[config.mk]
export PLATFORM = sky130hd
export DESIGN_NAME = ecg_beat_rate_and_trace
export DESIGN_NICKNAME = d
export VERILOG_FILES = /design/src/rtl/ecgbr_pkg.sv /design/src/rtl/ecgbr_div.sv /design/src/rtl/ecg_beat_rate_and_trace.sv
export VERILOG_INCLUDE_DIRS = /design/src /design/src/rtl
export SDC_FILE = /design/constraint.sdc
export NUM_CORES = 1
export LEC_CHECK = 0
export ABC_AREA = 1
export BUFFER_PORTS_ARGS = -buffer_cell sky130_fd_sc_hd__buf_2
export CELL_PAD_IN_SITES_DETAIL_PLACEMENT = 1
export CELL_PAD_IN_SITES_GLOBAL_PLACEMENT = 2
export CORE_ASPECT_RATIO = 1.4
export CORE_MARGIN = 4
export CORE_UTILIZATION = 25
export CTS_BUF_LIST = sky130_fd_sc_hd__clkbuf_8
export CTS_CLUSTER_SIZE = 28
export DETAILED_ROUTE_END_ITERATION = 6
export GPL_TIMING_DRIVEN = 0
export HOLD_SLACK_MARGIN = 0.15
export PLACE_DENSITY_LB_ADDON = 0.1
export SLEW_MARGIN = 20
export SYNTH_ARGS = -nofsm -noshare
export SYNTH_HDL_FRONTEND = slang
export SYNTH_HIERARCHICAL = 1
export SYNTH_SLANG_ARGS = --single-unit
[constraint.sdc]
create_clock -name clk -period 9.32 [get_ports clk]
set_input_delay 0.466 -clock clk [delete_from_list [all_inputs] [get_ports clk]]
set_output_delay 0.466 -clock clk [all_outputs]
set_load 0.05 [all_outputs]
[src/rtl/ecg_beat_rate_and_trace_macros.svh]
// ----------------------------------------------------------------------------
// ECG beat rate and trace assertion macros
// Shared concurrent assertion wrappers; empty when SYNTH is defined.
// ----------------------------------------------------------------------------
`ifndef ECG_BEAT_RATE_AND_TRACE_MACROS_SVH
`define ECG_BEAT_RATE_AND_TRACE_MACROS_SVH
`ifndef SYNTH
// same-cycle implication, sampled on clk, off during reset
`define ECGBR_ASSERT_IMP(lbl, ante, cons) \
	lbl: assert property (@(posedge clk) disable iff (!arst_n) (ante) |-> (cons)) \
		else $error("assertion failed");
// next-cycle implication, sampled on clk, off during reset
`define ECGBR_ASSERT_NXT(lbl, ante, cons) \
	lbl: assert property (@(posedge clk) disable iff (!arst_n) (ante) |=> (cons)) \
		else $error("assertion failed");
`else
`define ECGBR_ASSERT_IMP(lbl, ante, cons)
`define ECGBR_ASSERT_NXT(lbl, ante, cons)
`endif
`endif

[src/rtl/ecgbr_pkg.sv]
// ----------------------------------------------------------------------------
// ECG beat rate package
// Sizes, register indexes and divider interface types for the block.
// ----------------------------------------------------------------------------
package ecgbr_pkg;

	localparam int PLOT_WIDTH  = 128;
	localparam int WAVE_ROWS   = 48;
	localparam int SAMPLE_BITS = 10;

	localparam int X_W        = $clog2(PLOT_WIDTH);
	localparam int ROW_W      = $clog2(WAVE_ROWS);
	localparam int SPAN       = WAVE_ROWS - 1;
	localparam int SAMPLE_MAX = (1 << SAMPLE_BITS) - 1;
	localparam int ROW_RESET  = WAVE_ROWS / 2;

	localparam int TIME_W     = 32;
	localparam int THR_W      = SAMPLE_BITS;
	localparam int REFR_W     = 16;
	localparam int RATE_W     = 8;
	localparam int CFG_DATA_W = (THR_W > REFR_W) ? THR_W : REFR_W;
	localparam int CFG_IDX_W  = 1;

	localparam int THR_RESET  = 550;
	localparam int REFR_RESET = 300;

	localparam int MS_PER_MIN = 60000;
	localparam int RATE_MAX   = 255;

	// register indexes
	localparam logic [CFG_IDX_W-1:0] REG_BEAT_THRESHOLD = 1'd0;
	localparam logic [CFG_IDX_W-1:0] REG_REFRACTORY_MS  = 1'd1;

	// row scaling product, then divider sized for the ms-per-minute dividend
	localparam int PROD_W    = SAMPLE_BITS + ROW_W;
	localparam int DIV_NW    = $clog2(MS_PER_MIN + 1);
	localparam int DIV_DW    = TIME_W;
	localparam int DIV_CNT_W = $clog2(DIV_NW);

	// stream word sizes
	localparam int IN_BITS     = SAMPLE_BITS + TIME_W;
	localparam int IN_TDATA_W  = ((IN_BITS + 7) / 8) * 8;
	localparam int OUT_BITS    = X_W + 2 * ROW_W + 1 + 1 + RATE_W + 1;
	localparam int OUT_TDATA_W = ((OUT_BITS + 7) / 8) * 8;

	typedef struct packed {
		logic              start;
		logic [DIV_NW-1:0] dividend;
		logic [DIV_DW-1:0] divisor;
	} div_req_t;

	typedef struct packed {
		logic busy;
		logic done;
	} div_sts_t;

endpackage

[src/rtl/ecgbr_div.sv]
// ----------------------------------------------------------------------------
// ECG beat rate shared divider
// Restoring bit-serial divider, one quotient bit per cycle, done pulse after.
// ----------------------------------------------------------------------------
module ecgbr_div import ecgbr_pkg::*; (
	input  logic              clk,
	input  logic              arst_n,
	input  div_req_t          req,
	output div_sts_t          sts,
	output logic [DIV_NW-1:0] quot
);

	logic                 busy_q;
	logic                 done_q;
	logic [DIV_CNT_W-1:0] cnt_q;
	logic [DIV_NW-1:0]    num_q;
	logic [DIV_DW-1:0]    rem_q;
	logic [DIV_DW-1:0]    den_q;

	logic [DIV_DW:0] trial;
	logic [DIV_DW:0] diff;
	logic            qbit;

	// shift in the next dividend bit and try one subtract
	assign trial = {rem_q, num_q[DIV_NW-1]};
	assign diff  = trial - {1'b0, den_q};
	assign qbit  = (trial >= {1'b0, den_q});

	always_ff @(posedge clk or negedge arst_n) begin
		if (!arst_n) begin
			busy_q <= 1'b0;
			done_q <= 1'b0;
			cnt_q  <= '0;
		end else begin
			done_q <= 1'b0;
			if (req.start) begin
				busy_q <= 1'b1;
				cnt_q  <= '0;
			end else if (busy_q) begin
				cnt_q <= cnt_q + DIV_CNT_W'(1);
				if (cnt_q == DIV_CNT_W'(DIV_NW - 1)) begin
					busy_q <= 1'b0;
					done_q <= 1'b1;
				end
			end
		end
	end

	always_ff @(posedge clk) begin
		if (req.start) begin
			num_q <= req.dividend;
			den_q <= req.divisor;
			rem_q <= '0;
		end else if (busy_q) begin
			rem_q <= qbit ? diff[DIV_DW-1:0] : trial[DIV_DW-1:0];
			num_q <= {num_q[DIV_NW-2:0], qbit};
		end
	end

	assign sts.busy = busy_q;
	assign sts.done = done_q;
	assign quot     = num_q;

endmodule

[src/rtl/ecg_beat_rate_and_trace.sv]
// ----------------------------------------------------------------------------
// ECG beat rate and trace
// Scales each ECG sample to a plot row, emits a trace segment, detects
// R peaks and measures heart rate with one shared bit-serial divider.
// ----------------------------------------------------------------------------
// channel   direction  handshake           contents
// s_*       in         s_tvalid/s_tready   sample, time_ms
// m_*       out        m_tvalid/m_tready   segment, clear, beat, rate
// cfg_*     in         cfg_we              beat_threshold, refractory_ms
//
// After a sample is accepted, the ROW state scales the row with a reciprocal
// shift-add and the FIN state loads the result word. A beat that yields a
// new rate first runs the 16-step divider (start, steps, done) between the
// two. The input is ready again as the result loads, so the next sample can
// be taken while the result is presented. Reset is asynchronous, active
// low; sequencer state and configuration return to defaults, data is not reset.
// A result waiting on m_tready holds the sequencer only at its last step; the
// next sample may be accepted while the previous result still waits.
// ----------------------------------------------------------------------------
`include "ecg_beat_rate_and_trace_macros.svh"

module ecg_beat_rate_and_trace import ecgbr_pkg::*; (
	input  logic                   clk,
	input  logic                   arst_n,
	// sample [SAMPLE_BITS-1:0], time_ms [next 32 bits], zero pad
	input  logic [IN_TDATA_W-1:0]  s_tdata,
	input  logic                   s_tvalid,
	output logic                   s_tready,
	// seg_x, seg_row_from, seg_row_to, clear_wave, beat, heart_rate,
	// rate_known, zero pad
	output logic [OUT_TDATA_W-1:0] m_tdata,
	output logic                   m_tvalid,
	input  logic                   m_tready,
	input  logic                   cfg_we,
	input  logic [CFG_IDX_W-1:0]   cfg_index,
	input  logic [CFG_DATA_W-1:0]  cfg_wdata
);

	localparam logic [2:0] ST_IDLE      = 3'd0;
	localparam logic [2:0] ST_ROW       = 3'd1;
	localparam logic [2:0] ST_RATE_GO   = 3'd2;
	localparam logic [2:0] ST_RATE_WAIT = 3'd3;
	localparam logic [2:0] ST_FIN       = 3'd4;

	logic [2:0] state_q;

	logic [THR_W-1:0]  thr_q;
	logic [REFR_W-1:0] refr_q;

	logic [X_W-1:0]    column_q;
	logic [ROW_W-1:0]  prev_row_q;
	logic [TIME_W-1:0] last_beat_q;
	logic              beat_seen_q;
	logic [RATE_W-1:0] rate_value_q;
	logic              rate_valid_q;

	logic [SAMPLE_BITS-1:0] sample_q;
	logic [TIME_W-1:0]      now_q;
	logic [TIME_W-1:0]      dt_q;
	logic [PROD_W-1:0]      prod_q;
	logic [ROW_W-1:0]       row_q;
	logic                   beat_q;

	logic              out_vld_q;
	logic [X_W-1:0]    out_x_q;
	logic [ROW_W-1:0]  out_from_q;
	logic [ROW_W-1:0]  out_to_q;
	logic              out_clear_q;
	logic              out_beat_q;
	logic [RATE_W-1:0] out_rate_q;
	logic              out_known_q;

	logic [SAMPLE_BITS-1:0] in_sample;
	logic [TIME_W-1:0]      in_time;
	logic                   in_acc;
	logic                   out_free;
	logic                   wrap;
	logic                   hit;
	logic [PROD_W:0]        recip_sum;
	logic [ROW_W-1:0]       row_quot;

	div_req_t          div_req;
	div_sts_t          div_sts;
	logic [DIV_NW-1:0] div_quot;
	logic [OUT_BITS-1:0] out_word;

	assign in_sample = s_tdata[SAMPLE_BITS-1:0];
	assign in_time   = s_tdata[SAMPLE_BITS +: TIME_W];
	assign s_tready  = (state_q == ST_IDLE);
	assign in_acc    = s_tvalid && s_tready;
	assign out_free  = !out_vld_q || m_tready;
	assign wrap      = (column_q == X_W'(PLOT_WIDTH - 1));
	assign hit       = (sample_q > thr_q) && (dt_q > TIME_W'(refr_q));

	// divide by 2^SAMPLE_BITS - 1: (p + (p >> SAMPLE_BITS) + 1) >> SAMPLE_BITS
	assign recip_sum = (PROD_W + 1)'(prod_q) + (PROD_W + 1)'(prod_q >> SAMPLE_BITS) +
		(PROD_W + 1)'(1);
	assign row_quot  = recip_sum[SAMPLE_BITS +: ROW_W];

	always_comb begin
		div_req.start    = (state_q == ST_RATE_GO);
		div_req.dividend = DIV_NW'(MS_PER_MIN);
		div_req.divisor  = dt_q;
	end

	ecgbr_div u_div (
		.clk    (clk),
		.arst_n (arst_n),
		.req    (div_req),
		.sts    (div_sts),
		.quot   (div_quot)
	);

	// configuration writes
	always_ff @(posedge clk or negedge arst_n) begin
		if (!arst_n) begin
			thr_q  <= THR_W'(THR_RESET);
			refr_q <= REFR_W'(REFR_RESET);
		end else if (cfg_we) begin
			unique case (cfg_index)
				REG_BEAT_THRESHOLD: thr_q  <= cfg_wdata[THR_W-1:0];
				REG_REFRACTORY_MS:  refr_q <= cfg_wdata[REFR_W-1:0];
			endcase
		end
	end

	// sequencer and block state
	always_ff @(posedge clk or negedge arst_n) begin
		if (!arst_n) begin
			state_q      <= ST_IDLE;
			column_q     <= '0;
			prev_row_q   <= ROW_W'(ROW_RESET);
			last_beat_q  <= '0;
			beat_seen_q  <= 1'b0;
			rate_value_q <= '0;
			rate_valid_q <= 1'b0;
			out_vld_q    <= 1'b0;
		end else begin
			if ((state_q == ST_FIN) && out_free) begin
				out_vld_q <= 1'b1;
			end else if (m_tready) begin
				out_vld_q <= 1'b0;
			end
			unique case (state_q)
				ST_IDLE: begin
					if (in_acc) begin
						state_q <= ST_ROW;
					end
				end
				ST_ROW: begin
					state_q <= (hit && beat_seen_q) ? ST_RATE_GO : ST_FIN;
				end
				ST_RATE_GO: begin
					state_q <= ST_RATE_WAIT;
				end
				ST_RATE_WAIT: begin
					if (div_sts.done) begin
						rate_value_q <= (div_quot > DIV_NW'(RATE_MAX)) ?
							RATE_W'(RATE_MAX) : div_quot[RATE_W-1:0];
						rate_valid_q <= 1'b1;
						state_q      <= ST_FIN;
					end
				end
				ST_FIN: begin
					if (out_free) begin
						column_q   <= wrap ? '0 : column_q + X_W'(1);
						prev_row_q <= row_q;
						if (beat_q) begin
							beat_seen_q <= 1'b1;
							last_beat_q <= now_q;
						end
						state_q <= ST_IDLE;
					end
				end
				default: state_q <= ST_IDLE;
			endcase
		end
	end

	// item payload
	always_ff @(posedge clk) begin
		if (in_acc) begin
			sample_q <= in_sample;
			now_q    <= in_time;
			dt_q     <= in_time - last_beat_q;
			prod_q   <= PROD_W'(in_sample) * PROD_W'(SPAN);
		end
		if (state_q == ST_ROW) begin
			row_q  <= ROW_W'(SPAN) - row_quot;
			beat_q <= hit;
		end
		if ((state_q == ST_FIN) && out_free) begin
			out_x_q     <= column_q;
			out_from_q  <= prev_row_q;
			out_to_q    <= row_q;
			out_clear_q <= wrap;
			out_beat_q  <= beat_q;
			out_rate_q  <= rate_value_q;
			out_known_q <= rate_valid_q;
		end
	end

	assign out_word = {out_known_q, out_rate_q, out_beat_q, out_clear_q,
		out_to_q, out_from_q, out_x_q};
	assign m_tdata  = OUT_TDATA_W'(out_word);
	assign m_tvalid = out_vld_q;

	`ECGBR_ASSERT_NXT(a_one_item, in_acc, !s_tready)
	`ECGBR_ASSERT_IMP(a_idle_div, s_tready, !div_sts.busy && !div_sts.done)
	`ECGBR_ASSERT_IMP(a_done_wait, div_sts.done, state_q == ST_RATE_WAIT)
	`ECGBR_ASSERT_NXT(a_rate_sticky, rate_valid_q, rate_valid_q)

endmodule

==> results.yml <==
outcome:
  status: "finished clean"
global_route:
  grt_first_pass_wirelength_um: 88200
  first_global_vias: 15700
  antenna_found_initial: 1
  overflow: 0
  grt_use_total_pct: 15.2
  grt_max_degree: 63
power:
  peakVddDrop_mv: 0.123
  p_leak_nw: 10.2
  powerDensity_nw_per_um2: 149
  total_power_mw: 3.13
routing:
  vias: 14100
  detail_route.first_pass.iterations: 4
  drt_wl_total_um: 55700
  drtAntennaViolNets: 0
  wire_per_inst_um: 16.9
  drt_iter0_drc: 357
  drt_drc_violations_left: 0
  vias_per_cell: 4.29
die:
  core_area_um2: 69300
  ioPinCount: 104
  fp.dieArea_um2: 74600
  start_util_pct: 25.3
  rows: 114
  die_w_um: 232
  die_h_um: 322
clock_network:
  cts.sinks: 297
  postCtsSetupBuffers: 0
  cts-resized-gates: 0
  ctsHoldBuffers: 60
  htreeDepth: 2
  cts_root_buf: "clkbuf_8"
  clock_latency_ps: 650
  cts_buffers: 51
  tritoncts: "done"
  clk_path_buf_depth: 3
  clkSlewWorstSetupHoldPaths_ps: 70
worst_hold_path:
  hold_start: "s_tvalid"
  worstHoldEndpoint: "state_q[2]$_DFFE_PN0P_"
  hold_depth: 5
  min_path_type: "primary input to flop"
timing:
  fin_crit_ps: 3990
  finalCritPeriodShare_pct: 42.8
  finalHoldViolations: 0
  rsz0062_at_grt: "false"
  skew_ps: 25.4
  relSlewSlack_pct: 43.7
  fmax_ghz: 0.251
  drv_slew: 0
  setup_viol: 0
  tightest_slew_ps: 839
run:
  drv_cap: 0
place:
  dpl.hpwl_um: 45800
  place.gp.congestion: 0.784
  placement.io_buffers: 95
layout:
  drive_above_1_share_pct: 10.8
  nets: 2540
  syn_to_final_growth_pct: 20.1
  utilization_pct: 30.4
yosys:
  yosys_warnings: 6
  syn_inst: 2081
  synth_area_per_cell_um2: 8.44
  syn_area_um2: 17600
setup_path:
  worstPathArrival_ps: 4410
  worstPathMaxFanout: 5
  r2r_cells: 7
  r2r_setup_slack_ps: 6360
  r2r-start: "state_q[2]$_DFFE_PN0P_"
  crit_type: "primary input to flop"
  startpoint_type: "primary input"
  rr_endpoint: "u_div/quot[11]$_DFFE_PP_"
  worstPathRequired_ps: 9740
  worstSetupEndpointType: "flop"
==> layout by cell type (no fill, tap or decap), types with 6 or more instances in the layout <==
cell type / n
xor2_1: 35
xnor2_1: 25
o21ai_1: 22
buf_2: 109
nor3_1: 18
buf_4: 16
inv_1: 374
o21bai_1: 12
nor3_2: 7
nand2_1: 551
ha_1: 128
o21ai_0: 63
clkbuf_1: 12
conb_1: 18
clkinv_2: 10
dfstp_2: 10
clkbuf_8: 54
inv_2: 6
nand3_1: 108
dfxtp_1: 32
a21oi_1: 124
nand3b_1: 24
clkinv_1: 10
nand4_1: 14
dfrtp_1: 81
nor2_1: 172
dlygate4sd3_1: 60
o21ai_2: 8
edfxtp_1: 174
fa_1: 25
==> sequential cells by signal, indices dropped and copies added (netlist names), 10 cells and up <==
signal and flops:
sample_q 10, prod_q 15, u_div/quot 16, now_q 32, thr_q 10, u_div/den_q 32
refr_q 16, last_beat_q 32, dt_q 32, u_div/rem_q 32
==> layer usage <==
metal	global-route usage [%]	share of wire (%)	vias to the layer above
li1	-	-	7128
met1	16.2	39	6806
met2	31.0	57	122
met3	2.01	2.2	57
met4	3.79	2.1	0
met5	0	0	-
==> per-stage QoR <==
stage | setup WS, ps | instances | cell area, um^2 | setup TNS [ps] | hold slack, ps
after floorplan | 2060 | 2097 | 17600 | 0 | 170
after global placement | -1080 | 3120 | 19300 | -95430 | 432
after detailed placement | 5140 | 3132 | 19400 | 0 | 408
after CTS | 5310 | 3288 | 21100 | 0 | 158
after global routing | 5120 | 3289 | 21100 | 0 | 200
final | 5330 | 3289 | 21100 | 0 | 235
==> worst max-delay path, stage by stage <==
cell and delay [ps]:
dlygate4sd3_1 520, buf_2 200, inv_1 110, fa_1 540
inv_1 40, ha_1 260, inv_1 50, fa_1 540
fa_1 490, inv_1 80, a21oi_1 70, o21ai_0 350
inv_1 100, o21ai_2 190, a21oi_1 100, xnor2_1 310
==> layout make-up <==
type	instances	area, um^2
antenna	1	2.50
buffer	38	206
clock buffer	54	743
clock inverter	42	333
fill	8319	48200
inverter	368	1380
multi-input combinational	1394	7900
sequential	297	8160
tap	928	1160
timing repair buffer	167	1210
==> power by group <==
group / internal (mW) / switching, mW
clock network: 0.683 / 0.579
logic: 0.163 / 0.275
registers: 1.42 / 0.00904
==> worst max-delay path by stage <==
stage                                      start              endpoint  slack, ps
after floorplan           state_q[2]$_DFFE_PN0P_     dt_q[0]$_DFFE_PP_       2060
after global placement                  s_tvalid     dt_q[3]$_DFFE_PP_      -1080
after detailed placement              s_tdata[2]  prod_q[15]$_DFFE_PP_       5140
after CTS                             s_tdata[2]  prod_q[15]$_DFFE_PP_       5310
after global routing                  s_tdata[2]  prod_q[15]$_DFFE_PP_       5120
final                                 s_tdata[2]  prod_q[15]$_DFFE_PP_       5330
Note: power is estimated with default switching activity, not from simulation.
